**src/design/error_diffusion_halftone_core_macros.svh**
```systemverilog
// ----------------------------------------------------------------------------
// error diffusion halftone core: assertion macros
// Shared property wrappers, clocked on clk and disabled while rst_n is low.
// ----------------------------------------------------------------------------
`ifndef ERROR_DIFFUSION_HALFTONE_CORE_MACROS_SVH
`define ERROR_DIFFUSION_HALFTONE_CORE_MACROS_SVH

`ifndef ASSERT_OFF

// same-cycle implication
`define EDH_ASSERT_IMP(lbl, ante, cons, msg) \
  lbl: assert property (@(posedge clk) disable iff (!rst_n) (ante) |-> (cons)) \
    else $error(msg);

// next-cycle implication
`define EDH_ASSERT_NXT(lbl, ante, cons, msg) \
  lbl: assert property (@(posedge clk) disable iff (!rst_n) (ante) |=> (cons)) \
    else $error(msg);

`else

`define EDH_ASSERT_IMP(lbl, ante, cons, msg)
`define EDH_ASSERT_NXT(lbl, ante, cons, msg)

`endif

`endif

```
**src/design/edh_ram.sv**
```systemverilog
// ----------------------------------------------------------------------------
// edh_ram
// Generic simple dual-port RAM, one write and one registered read port.
// ----------------------------------------------------------------------------
`default_nettype none

module edh_ram #(
  parameter int WIDTH = 8,
  parameter int DEPTH = 16
) (
  input  logic                     clk,
  input  logic                     we,
  input  logic [$clog2(DEPTH)-1:0] waddr,
  input  logic [WIDTH-1:0]         wdata,
  input  logic [$clog2(DEPTH)-1:0] raddr,
  output logic [WIDTH-1:0]         rdata
);

  logic [WIDTH-1:0] mem_r [DEPTH];
  logic [WIDTH-1:0] rdata_r;

  always_ff @(posedge clk) begin
    if (we) begin
      mem_r[waddr] <= wdata;
    end
    rdata_r <= mem_r[raddr];
  end

  assign rdata = rdata_r;

endmodule

`default_nettype wire

```
**config.mk**
```make
export PLATFORM = sky130hd
export DESIGN_NAME = edh_ram
export DESIGN_NICKNAME = d
export VERILOG_FILES = /design/src/design/error_diffusion_halftone_core_macros.svh /design/src/design/edh_ram.sv
export SDC_FILE = /design/constraint.sdc
export NUM_CORES = 1
export LEC_CHECK = 0
export BUFFER_PORTS_ARGS = -buffer_cell sky130_fd_sc_hd__buf_2
export CORE_MARGIN = 1.5
export CORE_UTILIZATION = 35
export CTS_BUF_LIST = sky130_fd_sc_hd__clkbuf_8
export DETAILED_ROUTE_END_ITERATION = 7
export SETUP_SLACK_MARGIN = 0.4
export SYNTH_ARGS = -nofsm -noshare
export SYNTH_HDL_FRONTEND = slang
export SYNTH_SLANG_ARGS = --single-unit
```
**constraint.sdc**
```tcl
create_clock -name clk -period 1.8 [get_ports clk]
set_input_delay 0.36 -clock clk [delete_from_list [all_inputs] [get_ports clk]]
set_output_delay 0.36 -clock clk [all_outputs]
set_load 0.01 [all_outputs]
```
==> results of run 1 <==
[metrics by stage]
stage	util, %	power, mW	area (um2)	hold WS, ps	worst slack [ps]
finish	41.6	6.10	5990	316	469
global route	41.6	6.34	5990	297	440
global placement	39.1	3.98	5640	658	17.4
floorplan	-	3.83	5180	459	337
CTS	41.6	6.16	5990	286	444
detailed placement	39.1	3.99	5640	672	7.96
[final timing paths]
| check | start | end | slack (ps) | depth (start not counted) |
|---|---|---|---|---|
| worst min-delay path | wdata[4] | mem_r[9][4] | 320 | 1 |
| worst max-delay path | raddr[0] | rdata[4] | 470 | 6 |
| worst min register to register | mem_r[7][2] | rdata[2] | 680 | 3 |
| worst max register to register | mem_r[1][4] | rdata[4] | 490 | 3 |
[state kept, by name, summed over array words and instances, names as in the netlist]
register / count
rdata: 8
mem_r: 128
[area by class of cell]
cell class | instances | area (um2)
Fill cell | 1281 | 8430
Sequential cell | 136 | 4000
Multi-Input combinational cell | 83 | 1050
Timing Repair Buffer | 49 | 355
Clock buffer | 19 | 262
Tap cell | 184 | 230
Clock inverter | 13 | 90.1
[where the power goes]
group	switching (mW)	internal [mW]
clock	1.06	1.13
combinational	0.195	0.158
sequential	0.0215	3.54
total	1.28	4.82
[worst register-to-register path, cell delays in order, from the launching register on]
cell and delay (ps):
edfxtp_1 380, mux4_2 470, a22oi_1 250, nand2_1 100
[routing by layer]
metal  routed length (um)  track usage [%]
met5                    0                0
met3                  488             4.34
met1                 4360             18.0
met2                 4790             20.9
met4                   44             4.67
[Yosys cell counts]
| library cell | count |
|---|---|
| nand2_1 | 9 |
| and2_1 | 1 |
| nand2b_1 | 2 |
| buf_2 | 3 |
| edfxtp_1 | 128 |
| nor2b_1 | 1 |
| dfxtp_1 | 8 |
| nand3_1 | 1 |
| and2b_1 | 1 |
| buf_6 | 3 |
| buf_4 | 1 |
| a22oi_1 | 16 |
| mux4_1 | 14 |
| mux4_2 | 18 |
| or3b_2 | 1 |
| nor3_1 | 4 |
| nor2_1 | 13 |
| nand3b_1 | 2 |
| clkdlybuf4s25_2 | 3 |
[logic make-up (layout without fill, tap and decap cells)]
family	count (synthesis)	count (layout)	share of synthesized area (%)
AO/OA/AOI/OAI	16	16	2.33
buffers and inverters	10	81	1.68
flip-flops	136	136	77.8
multiplexers	32	32	15.0
AND/OR/NAND/NOR	35	35	3.18
==> results_dict.tcl, run 1 <==
set metrics [dict create \
    status "complete, no violations" \
    area_delta_synth_final_pct 16.4 \
    ys_types 19 \
    max_slew_margin_pct 51.0 \
    layout.nets 305 \
    crit_path_end_kind "register" \
    setup_viol 0 \
    grt_overflow 0 \
    wirelength_mm 9.69 \
    gp_congestion 0.690 \
    grtUsageTotal_pct 13.5 \
    grt_pass1_vias 2611 \
    dr_total_vias 2379 \
    routedWlPerCell_um 20.0 \
    grt_max_degree 21 \
    hold_path_class "in2reg" \
    ctsHoldBuffers 0 \
    critPathRequiredTime_ps 2100 \
    cts_root_buffer "clkbuf_8" \
    rsz0062_at_grt "false" \
    portBuffers 25 \
    cts.sinks 136 \
    power.leakage_nw 1.99 \
    clkTransAtPathRegs_ps 70 \
    synth_cells 229 \
    crit_family "multiplexers" \
    grt_pass1_wl_mm 15.2 \
    slowest_delay_ps 500 \
    finalNonFillerCells 484 \
    crit_buf_inv 3 \
    vdd_ir_drop_max_mv 0.441 \
    finClkSkew_ps 8.76 \
    grt_antenna_before_repair 0 \
    cap_violations 0 \
    h-tree-depth 4 \
    dpl.cell_count 452 \
    fmax_mhz 752 \
    cts_buffer_depth 2 \
    drtIter0Drc 173 \
    synth_seq_cells 136 \
    numCtsBuffers 17 \
    ios 26 \
    clk_latency_ps 420 \
    die_w_um 124 \
    period_share_pct 73.9 \
    tightest_slew_ps 734 \
    die_h_um 124 \
    slew_viol_final 0 \
    cpMaxStageDelayCell "mux4_2" \
    path_cells "buf_2, buf_12, buf_4, mux4_2, a22oi_1, nand2_1" \
    crit_type "in2reg" \
    worstSetupStartpointType "primary input" \
    synth_top_area_cell "edfxtp_1" \
    drc 0 \
    syn_area_um2 5150 \
    avgSynthCellArea_um2 22.5 \
    drt_first_pass_iters 6 \
    layout_common_cells "128 x edfxtp_1, 29 x mux4_2, 25 x buf_2" \
    setup_tns_ps 0 \
    p_per_area_nw_per_um2 1020 \
    arrival_ps 1630 \
    finalHoldViolCount 0 \
    crit_fanout 7 \
    final_common_cell "edfxtp_1" \
    row_count 44 \
    ys_seq_area_share_pct 77.8 \
    die-area_um2 15400 \
    cts_resized 0 \
    post-cts-setup-buffers 0 \
    synth_fp_nets 247 \
    core_um2 14400 \
    yosysWarningCount 0 \
    dpl.hpwl_mm 6.40 \
    initial_core_util_pct 35.7 \
    viasPerCell 4.92 \
    synth.area.top_cells "edfxtp_1 75%, mux4_2 7.9%, mux4_1 7.1%" \
    min_period_ps 1330 \
    synth_top_area_share_pct 74.7 \
    ant_nets 0 \
    antenna_cells 0 \
    cts_tree "yes" \
    drive_gt1_share_pct 38.0 \
]
Note: power is estimated with default switching activity, not from simulation.
==> run 2: changes to the inputs <==
==> constraint.sdc (replaced) <==
create_clock -name clk -period 1.2 [get_ports clk]
set_input_delay 0.24 -clock clk [delete_from_list [all_inputs] [get_ports clk]]
set_output_delay 0.24 -clock clk [all_outputs]
set_load 0.01 [all_outputs]
==> run 2 against run 1 <==
  * The flow now finishes with violations (negative setup slack)
  * Final area is 12% higher
  * Register-to-register slack worse by 570 ps
  * Worst hold slack worse by 110 ps
  * Sequential share of layout area is 7.3 points lower
==> results_dict.tcl, run 2 (synthesized netlist as in run 1, its figures left out) <==
set metrics [dict create \
    cts.sinks 136 \
    viasPerCell 5.03 \
    routedWlPerCell_um 19.9 \
    intPower_mw 8.24 \
    power.leakage_nw 2.20 \
    top_register "mem_r" \
    grt_max_degree 17 \
    slew_viol_final 0 \
    grtUsageTotal_pct 14.0 \
    final_cell_area_um2 6740 \
    antenna_cells 0 \
    dpl.hpwl_mm 6.67 \
    finalHoldViolCount 0 \
    fmax_mhz 784 \
    wirelength_mm 9.89 \
    crit_fanout 1 \
    pwr-share-clk_pct 41.2 \
    dr_total_vias 2506 \
    initial_core_util_pct 35.7 \
    clk_latency_ps 420 \
    met3_usage_pct 3.87 \
    cts_tree "yes" \
    finalPower_mw 10.3 \
    gp_congestion 0.725 \
    area_delta_synth_final_pct 30.8 \
    cts_root_buffer "clkbuf_8" \
    grt_antenna_before_repair 0 \
    die_w_um 124 \
    grt_use_met1_pct 17.2 \
    dpl_worst_slack_ps -457 \
    cts_buffer_depth 2 \
    layout.nets 319 \
    drc 0 \
    vdd_ir_drop_max_mv 0.677 \
    rsz0062_at_grt "true" \
    h-tree-depth 4 \
    ios 26 \
    path_cells "mux4_2, a22oi_2, nand2_1" \
    portBuffers 25 \
    comb_power_share_pct 6.9 \
    worst_slack_ps -75.5 \
    row_count 44 \
    core_um2 14400 \
    cpMaxStageDelayCell "mux4_2" \
    ant_nets 0 \
    numCtsBuffers 17 \
    crit_path_end_kind "register" \
    arrival_ps 1570 \
    min_period_ps 1280 \
    grt_busiest_layer "met2" \
    drive_gt1_share_pct 51.9 \
    grt_overflow 0 \
    worstSetupStartpointType "register" \
    p_sw_mw 2.07 \
    critPathRequiredTime_ps 1490 \
    ctsHoldBuffers 0 \
    max_slew_margin_pct 33.8 \
    seqPwrFrac_pct 51.8 \
    sw_frac_of_total_pct 20.1 \
    die-area_um2 15400 \
    drt_first_pass_iters 4 \
    layout_common_cells "128 x edfxtp_1, 32 x mux4_2, 26 x buf_12" \
    final_common_cell "edfxtp_1" \
    clkTransAtPathRegs_ps 80 \
    largest_register_ffs 128 \
    cap_violations 0 \
    crit_buf_inv 0 \
    tightest_slew_ps 991 \
    finalNonFillerCells 498 \
    dpl.cell_count 461 \
    period_share_pct 106 \
    hold_path_class "in2reg" \
    grt_pass1_vias 2805 \
    violations "negative setup slack" \
    die_h_um 124 \
    p_per_area_nw_per_um2 1530 \
    setup_viol 8 \
    slowest_delay_ps 490 \
    place_area_um2 6050 \
    drtIter0Drc 239 \
    status "finished with violations" \
    finClkSkew_ps 9.30 \
    crit_type "reg2reg" \
    final_core_utilization_pct 46.7 \
    grt.met2_usage_pct 24.0 \
    crit_family "multiplexers" \
    grt_pass1_wl_mm 15.8 \
]
run 2: changes by cell type in the layout (fill, tap and decap cells not counted), moves of 12 or more:
cell | before | now
buf_6 | 0 | 12
buf_4 | 20 | 6
buf_12 | 4 | 26
a22oi_2 | 0 | 13
nor2_4 | 0 | 12
a22oi_1 | 16 | 3
run 2: worst reg2reg max path: stages, from the launching register on:
cell,delay [ps]
edfxtp_1,380
mux4_2,490
a22oi_2,190
nand2_1,100
run 2: final timing paths:
path,start,end,slack [ps],cells past startpoint
worst max-delay path,mem_r[11][5],rdata[5],-80,3
worst min-delay path,wdata[1],mem_r[8][1],200,1
worst max register to register,mem_r[11][5],rdata[5],-80,3
worst min register to register,mem_r[15][3],rdata[3],680,3
run 2: timing repair:
action                                  CTS  global route
buffers inserted                          4             1
endpoints found under the setup margin  123           132
pin swaps                                11             7
resized for setup                        31             4
run 2: routing by layer:
metal / share of wire (%) / wire length, um
met5: 0 / 0
met4: 0.35 / 35
met3: 4.2 / 418
met2: 54 / 5290
met1: 42 / 4140
run 2: cell type report:
type                    count  area [um2]
well taps                 184         230
repair buffers             63         796
clock inverters            13         201
multi-input cells          83        1240
fillers                  1187        7690
flip-flops and latches    136        4010
clock buffers              19         262
run 2: through the flow:
step                setup TNS [ps]  hold WS [ps]
floorplan                    -5080           339
global placement            -22190           629
detailed placement          -23100           632
CTS                           -392           168
global route                  -581           168
finish                        -266           201
run 2: power groups by stage:
stage | Clock, mW | Sequential [mW] | Combinational, mW
after floorplan | 0 | 5.45 | 0.322
after global placement | 0 | 5.44 | 0.632
after detailed placement | 0 | 5.44 | 0.642
after CTS | 4.34 | 5.35 | 0.713
after global routing | 4.54 | 5.35 | 0.767
final | 4.25 | 5.34 | 0.714
==> run 3: changes to the inputs <==
--- a/config.mk
+++ b/config.mk
@@ -6,10 +6,13 @@
 export NUM_CORES = 1
 export LEC_CHECK = 0
 export BUFFER_PORTS_ARGS = -buffer_cell sky130_fd_sc_hd__buf_2
+export CELL_PAD_IN_SITES_DETAIL_PLACEMENT = 0
+export CELL_PAD_IN_SITES_GLOBAL_PLACEMENT = 1
 export CORE_MARGIN = 1.5
 export CORE_UTILIZATION = 35
 export CTS_BUF_LIST = sky130_fd_sc_hd__clkbuf_8
 export DETAILED_ROUTE_END_ITERATION = 7
+export PLACE_DENSITY_LB_ADDON = 0.1
 export SETUP_SLACK_MARGIN = 0.4
 export SYNTH_ARGS = -nofsm -noshare
 export SYNTH_HDL_FRONTEND = slang
==> run 3 against run 2 <==
  * The flow still finishes with violations (negative setup slack)
  * Die area is the same
  * Utilization shrank 0.74 points
  * Fmax shrank 1.1%
  * Global-route usage grew 1.6 points
  * Clock power shrank 10%
  * Worst hold slack lost 12 ps
  * Largest cell class unchanged
  * Highest routed layer is now met5
==> results_dict.tcl, run 3 (synthesized netlist as in run 1, its figures left out) <==
set metrics [dict create \
    status "finished with violations" \
    violations "negative setup slack" \
    r2r_end "rdata[1]" \
    area_delta_synth_final_pct 28.8 \
    min_path_cells 1 \
    cts_tree "yes" \
    h-tree-depth 4 \
    ant_nets 0 \
    vdd_ir_drop_max_mv 0.605 \
    clk_latency_ps 430 \
    grt_pass1_vias 2668 \
    min_period_ps 1290 \
    slew_viol_final 0 \
    numCtsBuffers 17 \
    max_slew_margin_pct 34.1 \
    die-area_um2 15400 \
    die_w_um 124 \
    reg2reg_slack_ps -90 \
    met3_usage_pct 5.63 \
    worst_slack_ps -90.1 \
    drt_first_pass_iters 4 \
    dpl_worst_slack_ps -564 \
    grt_pass1_wl_mm 16.9 \
    cap_violations 0 \
    p_per_area_nw_per_um2 1490 \
    final_cell_area_um2 6630 \
    core_um2 14400 \
    dpl.hpwl_mm 6.97 \
    grt_busiest_layer "met2" \
    r2r_cells 4 \
    finalPower_mw 9.88 \
    drtIter0Drc 174 \
    rr_startpoint "mem_r[8][1]" \
    cts_buffer_depth 2 \
    die_h_um 124 \
    fmax_mhz 775 \
    worstHoldStart "wdata[7]" \
    cts.sinks 136 \
    finalHoldViolCount 0 \
    top_register "mem_r" \
    period_share_pct 108 \
    arrival_ps 1620 \
    final_common_cell "edfxtp_1" \
    holdWs_ps 190 \
    critPathRequiredTime_ps 1530 \
    grt_overflow 0 \
    layout.nets 322 \
    rsz0062_at_grt "true" \
    finClkSkew_ps 5.99 \
    power.leakage_nw 2.18 \
    clkTransAtPathRegs_ps 70 \
    crit_type "reg2reg" \
    crit_fanout 1 \
    place_area_um2 6070 \
    wirelength_mm 10.8 \
    grt_max_degree 20 \
    row_count 44 \
    ios 26 \
    initial_core_util_pct 35.7 \
    largest_register_ffs 128 \
    grtUsageTotal_pct 15.6 \
    hold_end "mem_r[6][7]" \
    tightest_slew_ps 987 \
    grt_use_met1_pct 20.5 \
    grt.met2_usage_pct 24.2 \
    antenna_cells 0 \
    hold_path_class "in2reg" \
    dr_total_vias 2477 \
    num-fill-cells 1243 \
    viasPerCell 4.94 \
    drive_gt1_share_pct 50.5 \
    routedWlPerCell_um 21.6 \
    worstSetupStartpointType "register" \
    grt_antenna_before_repair 1 \
    layout_common_cells "128 x edfxtp_1, 32 x mux4_2, 21 x buf_12" \
    portBuffers 25 \
    crit_path_end_kind "register" \
    drc 0 \
    setup_viol 8 \
    cts_root_buffer "clkbuf_8" \
    gp_congestion 0.682 \
]
run 3: cell count changes in the layout (fill, tap and decap cells not counted), sizes merged:
cell | previous run | this run
buf | 63 | 66
bufinv | 5 | 4
clkbuf | 19 | 17
clkinv | 3 | 9
clkinvlp | 4 | 0
inv | 1 | 2
run 3: routing by layer:
layer  part of all wire, %  wire length [um]  vias up
li1                      -                 -     1108
met1                    45              4930     1304
met5                  0.13                14        -
met3                   4.2               452       12
met4                   1.3               143        2
met2                    49              5300       51
run 3: critical path, stage by stage, from the launching register on:
cell and delay, ps:
edfxtp_1 360, mux4_2 490, a22oi_2 170, buf_4 130, nand2_2 30
run 3: worst max path at each step:
| stage | slack, ps | to | startpoint | cells past startpoint |
|---|---|---|---|---|
| finish | -90 | rdata[1] | mem_r[8][1] | 4 |
| detailed placement | -560 | rdata[1] | raddr[0] | 6 |
| CTS | -100 | rdata[1] | mem_r[9][1] | 4 |
| floorplan | -140 | mem_r[0][0] | waddr[2] | 2 |
| global route | -150 | rdata[1] | mem_r[9][1] | 4 |
| global placement | -550 | rdata[1] | raddr[0] | 6 |
run 3: metrics by stage:
step / instances / setup TNS [ps] / utilization [%]
finish: 501 / -389 / 46.0
global route: 501 / -833 / 46.0
CTS: 500 / -556 / 45.8
detailed placement: 467 / -23790 / 42.1
global placement: 467 / -23450 / 42.1
floorplan: 229 / -5080 / -
run 3: area by class of cell:
cell class	instances	area, um2	share of cell area, %
tap	184	230	3.47
sequential	136	4010	60.5
multi-input combinational	83	1210	18.3
timing repair buffer	66	771	11.6
clock inverter	15	166	2.51
clock buffer	17	234	3.53
run 3: report_power, final:
part	internal, mW	total, mW	switching [mW]
Sequential	5.31	5.35	0.0386
Combinational	0.359	0.718	0.359
Clock	2.19	3.81	1.61
Total	7.87	9.88	2.01
run 3: timing repair:
action	CTS	global route
buffers inserted	1	1
pin swaps	8	3
gates resized for setup	31	5
hold endpoints to repair	0	0
hold buffers	0	0
endpoints found under the setup margin	112	128
