==> src/design/error_diffusion_halftone_core_macros.svh <==
// ----------------------------------------------------------------------------
// error diffusion halftone core: assertion macros
// Shared property wrappers, clocked on clk and disabled while rst_n is low.
// ----------------------------------------------------------------------------
`ifndef ERROR_DIFFUSION_HALFTONE_CORE_MACROS_SVH
`define ERROR_DIFFUSION_HALFTONE_CORE_MACROS_SVH

`ifndef ASSERT_OFF

// same-cycle implication
`define EDH_ASSERT_IMP(lbl, ante, cons, msg) \
  lbl: assert property (@(posedge clk) disable iff (!rst_n) (ante) |-> (cons)) \
    else $error(msg);

// next-cycle implication
`define EDH_ASSERT_NXT(lbl, ante, cons, msg) \
  lbl: assert property (@(posedge clk) disable iff (!rst_n) (ante) |=> (cons)) \
    else $error(msg);

`else

`define EDH_ASSERT_IMP(lbl, ante, cons, msg)
`define EDH_ASSERT_NXT(lbl, ante, cons, msg)

`endif

`endif

==> src/design/edh_pkg.sv <==
// ----------------------------------------------------------------------------
// edh_pkg
// Types, widths and constants shared by the error diffusion halftone core.
// ----------------------------------------------------------------------------
`default_nettype none

package edh_pkg;

  // line store geometry and error precision
  localparam int MAX_WIDTH  = 1024;
  localparam int ERROR_BITS = 12;
  localparam int ADDR_W     = $clog2(MAX_WIDTH);
  localparam int WID_W      = ($clog2(MAX_WIDTH + 1) > 11) ? $clog2(MAX_WIDTH + 1) : 11;
  localparam int POS_W      = WID_W + 1;

  // field widths
  localparam int PIX_W  = 8;
  localparam int COL_W  = 10;
  localparam int DIR_W  = 2;
  localparam int RND_W  = 8;
  localparam int LVL_W  = 8;
  localparam int LWID_W = 11;

  // datapath widths
  localparam int ERR_W   = ERROR_BITS + 1;
  localparam int WT_W    = 13;
  localparam int FRAC_W  = 12;
  localparam int PROD_W  = ERR_W + WT_W;
  localparam int SHARE_W = PROD_W - FRAC_W;
  localparam int SUM_W   = SHARE_W + 1;
  localparam int N_W     = ERR_W + LVL_W + 2;
  localparam int DVD_W   = 2 * LVL_W;

  // configuration port
  localparam int CFG_AW = 4;
  localparam int CFG_DW = 32;
  localparam logic [1:0] REG_LEVELS     = 2'd0;
  localparam logic [1:0] REG_LINE_WIDTH = 2'd1;
  localparam logic [1:0] REG_RANDOM     = 2'd2;

  localparam logic [LVL_W-1:0]  LEVELS_RST = LVL_W'(1);
  localparam logic [LWID_W-1:0] LWID_RST   = LWID_W'(1024);

  // diffusion weights in 1/4096 units
  localparam logic signed [WT_W-1:0] W1_BASE = WT_W'(256);
  localparam logic signed [WT_W-1:0] W3_BASE = WT_W'(768);
  localparam logic signed [WT_W-1:0] W5_BASE = WT_W'(1280);
  localparam logic signed [WT_W-1:0] W7_BASE = WT_W'(1792);

  localparam int QUANT_BIAS = 127;
  localparam int FULL_SCALE = 255;

  // divider: two quotient bits per cycle
  localparam int DIV_STEPS  = 2;
  localparam int DIV_CYCLES = LVL_W / DIV_STEPS;
  localparam int DIV_CNT_W  = $clog2(DIV_CYCLES);

  typedef enum logic [3:0] {
    ST_CLEAR,
    ST_IDLE,
    ST_RD0,
    ST_RD1,
    ST_QNT,
    ST_QV,
    ST_DIV,
    ST_SP0,
    ST_SP1,
    ST_SP2,
    ST_SP3,
    ST_SP4
  } edh_state_t;

  typedef struct packed {
    logic             start;
    logic [LVL_W-1:0] v;
    logic [LVL_W-1:0] lv;
  } edh_div_req_t;

  typedef struct packed {
    logic             done;
    logic [LVL_W-1:0] quot;
  } edh_div_rsp_t;

endpackage

`default_nettype wire

==> src/design/edh_div.sv <==
// ----------------------------------------------------------------------------
// edh_div
// Restoring divider for v*255/levels, two quotient bits per cycle.
// ----------------------------------------------------------------------------
`default_nettype none

`include "error_diffusion_halftone_core_macros.svh"

module edh_div import edh_pkg::*; (
  input  logic         clk,
  input  logic         rst_n,
  input  edh_div_req_t req,
  output edh_div_rsp_t rsp
);

  logic                 busy_r;
  logic                 done_r;
  logic [DIV_CNT_W-1:0] cnt_r;
  logic [LVL_W-1:0]     rem_r;
  logic [LVL_W-1:0]     low_r;
  logic [LVL_W-1:0]     lv_r;
  logic [LVL_W-1:0]     v_r;
  logic [DVD_W-1:0]     dvd;
  logic [DVD_W-1:0]     dvd_chk;
  logic [DVD_W-1:0]     prod_chk;
  logic [LVL_W-1:0]     rem_nxt;
  logic [LVL_W-1:0]     low_nxt;

  // v*255 as a shift and subtract
  assign dvd     = {req.v, LVL_W'(0)} - DVD_W'(req.v);
  assign dvd_chk = {v_r, LVL_W'(0)} - DVD_W'(v_r);
  assign prod_chk = DVD_W'(low_r) * DVD_W'(lv_r);

  // quotient fits in LVL_W bits, so the upper half starts as the remainder
  always_comb begin
    logic [LVL_W:0] t;
    logic [LVL_W:0] d;
    logic           qb;
    rem_nxt = rem_r;
    low_nxt = low_r;
    for (int i = 0; i < DIV_STEPS; i++) begin
      t       = {rem_nxt, low_nxt[LVL_W-1]};
      d       = t - {1'b0, lv_r};
      qb      = (t >= {1'b0, lv_r});
      rem_nxt = qb ? d[LVL_W-1:0] : t[LVL_W-1:0];
      low_nxt = {low_nxt[LVL_W-2:0], qb};
    end
  end

  always_ff @(posedge clk) begin
    if (!rst_n) begin
      busy_r <= 1'b0;
      done_r <= 1'b0;
      cnt_r  <= '0;
    end else if (req.start) begin
      busy_r <= 1'b1;
      done_r <= 1'b0;
      cnt_r  <= '0;
    end else if (busy_r) begin
      cnt_r <= cnt_r + DIV_CNT_W'(1);
      if (cnt_r == DIV_CNT_W'(DIV_CYCLES - 1)) begin
        busy_r <= 1'b0;
        done_r <= 1'b1;
      end
    end
  end

  always_ff @(posedge clk) begin
    if (req.start) begin
      rem_r <= dvd[DVD_W-1:LVL_W];
      low_r <= dvd[LVL_W-1:0];
      lv_r  <= req.lv;
      v_r   <= req.v;
    end else if (busy_r) begin
      rem_r <= rem_nxt;
      low_r <= low_nxt;
    end
  end

  assign rsp.done = done_r;
  assign rsp.quot = low_r;

  `EDH_ASSERT_IMP(a_div_quot_low, done_r, prod_chk <= dvd_chk, "quotient too large")
  `EDH_ASSERT_IMP(a_div_quot_high, done_r, (dvd_chk - prod_chk) < DVD_W'(lv_r), "quotient too small")
  `EDH_ASSERT_IMP(a_div_no_restart, req.start, !busy_r, "divider restarted while busy")

endmodule

`default_nettype wire

==> config.mk <==
export PLATFORM = sky130hd
export DESIGN_NAME = edh_div
export DESIGN_NICKNAME = d
export VERILOG_FILES = /design/src/design/edh_pkg.sv /design/src/design/edh_div.sv
export VERILOG_INCLUDE_DIRS = /design/src /design/src/design
export SDC_FILE = /design/constraint.sdc
export NUM_CORES = 1
export LEC_CHECK = 0
export BUFFER_PORTS_ARGS = -buffer_cell sky130_fd_sc_hd__buf_2
export CAP_MARGIN = 10
export CORE_ASPECT_RATIO = 0.6
export CORE_MARGIN = 10
export CORE_UTILIZATION = 28
export CTS_CLUSTER_DIAMETER = 60
export CTS_CLUSTER_SIZE = 20
export DETAILED_ROUTE_END_ITERATION = 8
export PLACE_DENSITY_LB_ADDON = 0.08
export SLEW_MARGIN = 20
export SYNTH_ARGS = -nofsm -noshare
export SYNTH_HDL_FRONTEND = slang
export SYNTH_SLANG_ARGS = --single-unit
export TNS_END_PERCENT = 20
==> constraint.sdc <==
create_clock -name clk -period 10.4 [get_ports clk]
set_input_delay 0.52 -clock clk [delete_from_list [all_inputs] [get_ports clk]]
set_output_delay 0.52 -clock clk [all_outputs]
set_load 0.01 [all_outputs]
==> flow_metrics.py, run 1 <==
metrics = {
    "critical_path": {
        "worstPathMaxFanout": 10,
        "endpoint_kind": "register",
        "critPathKind": "reg -> reg",
        "crit_arrival_ns": 5.03,
        "start_kind": "register",
        "required_ns": 10.43,
    },
    "detailed_routing": {
        "vias": 1612,
        "first_pass_iters": 4,
        "wirelength_um": 5370,
        "drcViolationCount": 0,
        "viasPerCell": 4.73,
        "dr.first_iter.drc_count": 61,
        "wl_per_cell_um": 15.7,
        "final_antenna_net_count": 0,
    },
    "pwr": {
        "ir_drop_mv": 0.105,
        "total_power_mw": 0.843,
        "powerDensity_nw_per_um2": 340,
        "p_leak_nw": 0.999,
    },
    "timing": {
        "drv_slew": 0,
        "clock_skew_ns": 0.00649,
        "fin_setup_tns_ns": 0,
        "setup_slack_ns": 5.40,
        "fmax_mhz": 200,
        "setup_viol": 0,
        "max_slew_margin": 0.513,
        "max_slew.worst_pin.slew_ns": 0.730,
        "final.period_utilization": 0.481,
        "rsz0062_at_grt": "no",
        "hold_violations": 0,
        "finalCriticalPeriod_ns": 5.00,
        "hold_slack_ns": 0.422,
    },
    "cts": {
        "cts-hold-fix-buffers": 0,
        "clock_latency_ns": 0.27,
        "cts.sinks": 28,
        "cts.repair.resized": 0,
        "post_cts_buffers": 0,
        "cts-root-buf": "clkbuf_16",
        "htree_levels": 1,
        "cts_tree": "built",
        "clkTransAtPathRegs_ns": 0.07,
        "cts_buffer_depth": 2,
        "cts-buffers-inserted": 3,
    },
    "placed_design": {
        "dp_hpwl_um": 4300,
        "place_ws_ns": 5.37,
        "portBuffers": 27,
        "dp.cells": 337,
        "routabilityCongestion": 0.782,
    },
    "global_routing": {
        "grt_usage": 0.0983,
        "grt_pass1_wl_um": 9160,
        "antenna_found_initial": 0,
        "grt_remaining_overflow": 0,
        "grt_pass1_vias": 1700,
        "grt_max_degree": 37,
    },
    "logic_synthesis": {
        "synthFlopType": "edfxtp_1",
        "syn_nets": 250,
        "async_reset_ff_frac": 0,
        "synth_cell_type_count": 46,
        "synth_cells": 211,
        "synth_edf_count": 24,
        "seq_area_frac_synth": 0.370,
        "ys_ff_latch": 28,
        "syn_area_um2": 2160,
        "synth_area_per_cell_um2": 10.3,
        "ys_warn_count": 0,
    },
    "layout": {
        "antennaDiodeCount": 0,
        "area_growth_pct": 14.5,
        "num-fill-cells": 788,
        "fin_cells": 341,
        "nets": 277,
        "layout-drive-gt1-share": 0.203,
    },
    "floorplanning": {
        "die-area_um2": 11800,
        "die_h_um": 88.1,
        "die_w_um": 134,
        "row_count": 24,
        "io_pins": 28,
        "core_um2": 7390,
        "start_util": 0.293,
    },
    "status": {
        "run_status": "completed",
    },
    "min_path": {
        "hold_path.class": "in -> reg",
    },
    "job": {
        "max-cap-violations": 0,
    },
}
[Yosys cell counts, types with 5 or more instances]
master    count  area share
edfxtp_1     24        0.33
ha_1         18        0.10
inv_1        16       0.028
nor2_1       16       0.028
a21oi_1      11       0.025
mux2_2       11       0.057
mux2i_1      11       0.051
o21ai_0      11       0.025
xnor2_1       8       0.032
o21a_1        7       0.024
nand3_1       6       0.014
nand2_1       5      0.0087
nor2b_1       5       0.014
[layout by cell type, fill, tap and decap left out, drive strengths merged, types with 2 or more instances in the layout]
cell type and instances:
a211oi 2, a21o 3, a21oi 11, a311oi 2, and2 2, buf 28, clkbuf 4, dfxtp 4
edfxtp 24, fa 2, ha 18, inv 16, mux2 12, mux2i 11, nand2 5, nand2b 2
nand3 6, nand4 2, nor2 16, nor2b 5, nor3 3, nor3b 3, o211ai 4, o21a 7
o21ai 14, o31a 4, or2 2, or3 2, or4 2, xnor2 8, xor2 4
[layout make-up]
| type | instances | area (um^2) | area share |
|---|---|---|---|
| Inverter | 16 | 60.1 | 0.0242 |
| Timing Repair Buffer | 28 | 143 | 0.0575 |
| Sequential cell | 28 | 801 | 0.323 |
| Multi-Input combinational cell | 161 | 1270 | 0.511 |
| Clock buffer | 4 | 78.8 | 0.0318 |
| Tap cell | 104 | 130 | 0.0525 |
[critical path, stage by stage, from the launching register on]
cell and delay (ns):
edfxtp_1 0.39, ha_1 0.42, and2_4 0.19, a311oi_2 0.26, o22ai_1 0.12, nand3b_1 0.48
mux2i_1 0.50, ha_1 0.32, nor2b_1 0.15, o31a_1 0.28, o31a_1 0.29, o31a_1 0.30
a211oi_4 0.55, mux2_4 0.35, o21a_1 0.16
[state kept, by name, summed over array words and instances (netlist names)]
signal  flops
rem_r       8
busy_r      1
done_r      1
cnt_r       2
lv_r        8
low_r       8
[metal layers]
layer | vias to the layer above | GRT usage | routed length [um]
met5 | - | 0 | 0
met4 | 0 | 0.0197 | 34
met3 | 4 | 0.0291 | 227
met2 | 28 | 0.138 | 2080
met1 | 741 | 0.143 | 3030
li1 | 839 | - | -
[report_power, final]
group          total [mW]  internal (mW)  switching [mW]
logic               0.572          0.266           0.305
registers           0.179          0.163          0.0159
clock network      0.0923         0.0527          0.0396
[worst paths after layout]
| kind | startpoint | endpoint | slack, ns | cells after the start |
|---|---|---|---|---|
| min reg2reg | done_r | done_r | 0.47 | 2 |
| max | rem_r[3] | rem_r[3] | 5.40 | 14 |
| max reg2reg | rem_r[3] | rem_r[3] | 5.40 | 14 |
| min | req[0] | lv_r[0] | 0.42 | 1 |
[metrics by stage]
step / area, um^2 / util
detailed placement: 2400 / 0.325
global route: 2480 / 0.336
global placement: 2400 / 0.325
floorplan: 2160 / -
CTS: 2480 / 0.336
finish: 2480 / 0.336
[logic make-up (layout without fill, tap and decap cells)]
group | after synthesis | count (layout) | synth area share
adder cells (fa/ha/maj) | 20 | 20 | 0.123
multiplexers | 23 | 23 | 0.115
XOR/XNOR | 12 | 12 | 0.0486
flip-flops | 28 | 28 | 0.370
AND/OR/NAND/NOR | 52 | 52 | 0.125
AO/OA/AOI/OAI | 54 | 54 | 0.173
buffers and inverters | 22 | 48 | 0.0451
Power figures use the tool's default switching activity.
==> run 2, diff against run 1 <==
==> constraint.sdc (replaced) <==
create_clock -name clk -period 5.1 [get_ports clk]
set_input_delay 0.255 -clock clk [delete_from_list [all_inputs] [get_ports clk]]
set_output_delay 0.255 -clock clk [all_outputs]
set_load 0.01 [all_outputs]
==> flow_metrics.py, run 2 (synthesis gave the netlist of run 1 again) <==
metrics = {
    "cts": {
        "clkTransAtPathRegs_ns": 0.08,
        "post_cts_buffers": 0,
        "cts-hold-fix-buffers": 0,
        "cts_tree": "built",
        "clock_latency_ns": 0.28,
        "cts_buffer_depth": 2,
        "htree_levels": 1,
        "cts.repair.resized": 0,
        "cts-buffers-inserted": 3,
        "cts-root-buf": "clkbuf_16",
        "cts.sinks": 28,
    },
    "global_routing": {
        "grt_remaining_overflow": 0,
        "grt_usage": 0.0978,
        "grt_pass1_vias": 1599,
        "antenna_found_initial": 0,
        "grt_pass1_wl_um": 9000,
        "grt_max_degree": 37,
    },
    "layout": {
        "multi_input_comb_area_um2": 1270,
        "layout-drive-gt1-share": 0.213,
        "seq_area_um2": 801,
        "layout_common_cells": "buf_2 (27), edfxtp_1 (24), ha_1 (18)",
        "fin_area_um2": 2500,
        "num-fill-cells": 797,
        "nets": 279,
        "antennaDiodeCount": 0,
        "layout_commonest_cell": "buf_2",
        "reg.largest.list": "low_r: 8 flops, lv_r: 8 flops, rem_r: 8 flops",
        "area_growth_pct": 15.7,
    },
    "critical_path": {
        "reg2reg_slack_ns": 0.55,
        "r2r-start": "rem_r[3]",
        "critical_path_buf_inv_count": 1,
        "required_ns": 5.10,
        "worst_path_most_repeated_cell": "o31a_1",
        "slowest_stage": "ha_1",
        "crit_path_cell_trace": "ha_1, and2_4, a311oi_2, o22ai_1, nand3b_1, mux2i_1, ha_1, nor2b_1, o31a_1, o31a_1, o31a_1, a211oi_4, buf_4, mux2i_1, o21ai_1",
        "endpoint_kind": "register",
        "path_depth": 15,
        "crit_family": "compound AO/OA/AOI/OAI gates",
        "cp-endpoint": "rem_r[2]",
        "critPathKind": "reg -> reg",
        "max_stage_delay_ns": 0.43,
        "reg2reg_depth": 15,
        "crit_arrival_ns": 4.56,
        "crit_start": "rem_r[3]",
        "r2r_end": "rem_r[2]",
        "worstPathMaxFanout": 8,
        "start_kind": "register",
    },
    "detailed_routing": {
        "first_pass_iters": 4,
        "vias": 1672,
        "wl_per_cell_um": 16.0,
        "wirelength_um": 5490,
        "viasPerCell": 4.87,
        "drcViolationCount": 0,
        "dr.first_iter.drc_count": 143,
        "final_antenna_net_count": 0,
    },
    "status": {
        "run_status": "completed",
    },
    "floorplanning": {
        "die_w_um": 134,
        "die_h_um": 88.1,
        "core_um2": 7390,
        "row_count": 24,
        "io_pins": 28,
        "die-area_um2": 11800,
        "start_util": 0.293,
    },
    "timing": {
        "final.period_utilization": 0.893,
        "max_slew_margin": 0.512,
        "hold_violations": 0,
        "finalCriticalPeriod_ns": 4.55,
        "fin_setup_tns_ns": 0,
        "setup_viol": 0,
        "fmax_mhz": 220,
        "rsz0062_at_grt": "no",
        "drv_slew": 0,
        "clock_skew_ns": 0.00503,
        "max_slew.worst_pin.slew_ns": 0.733,
        "setup_slack_ns": 0.546,
    },
    "placed_design": {
        "placed_area_um2": 2410,
        "place_ws_ns": 0.587,
        "routabilityCongestion": 0.781,
        "portBuffers": 27,
        "dp_hpwl_um": 4400,
    },
    "pwr": {
        "ir_drop_mv": 0.322,
        "p_leak_nw": 1.01,
        "powerDensity_nw_per_um2": 710,
    },
    "min_path": {
        "hold_path.class": "in -> reg",
    },
    "job": {
        "max-cap-violations": 0,
    },
}
run 2: final cells by class:
class / instances / area share
Multi-Input combinational cell: 161 / 0.506
Tap cell: 104 / 0.0520
Inverter: 16 / 0.0240
Sequential cell: 28 / 0.320
Timing Repair Buffer: 30 / 0.0630
Clock buffer: 4 / 0.0355
run 2: how the worst min path moves through the flow:
stage                     slack, ns  endpoint  cells after the start  startpoint
after global placement         0.43   lv_r[3]                      1      req[3]
after CTS                      0.14   lv_r[2]                      1      req[2]
after detailed placement       0.43   lv_r[2]                      1      req[2]
after global routing           0.14   lv_r[1]                      1      req[1]
final                          0.15   lv_r[5]                      1      req[5]
after floorplan                0.35   lv_r[0]                      0      req[0]
run 2: per-stage QoR:
| step | hold WS, ns | power, mW | util | std cells |
|---|---|---|---|---|
| 4_1_cts | 0.144 | 1.78 | 0.339 | 343 |
| 3_3_place_gp | 0.432 | 1.61 | 0.327 | 339 |
| 6_report | 0.150 | 1.78 | 0.339 | 343 |
| 5_1_grt | 0.143 | 1.93 | 0.339 | 343 |
| 3_5_place_dp | 0.434 | 1.56 | 0.327 | 339 |
| 2_1_floorplan | 0.354 | 1.30 | - | 211 |
run 2: where the power goes:
part           switching, mW  total, mW  internal [mW]
clock                 0.0882      0.209          0.121
combinational          0.637       1.20          0.567
sequential            0.0332      0.366          0.333
total                  0.758       1.78           1.02
run 2: layer usage:
metal  vias up  track usage  wire, um
li1        843            -         -
met1       788        0.146      3110
met2        36        0.129      2030
met3         5       0.0291       295
met4         0       0.0275        52
met5         -            0         0
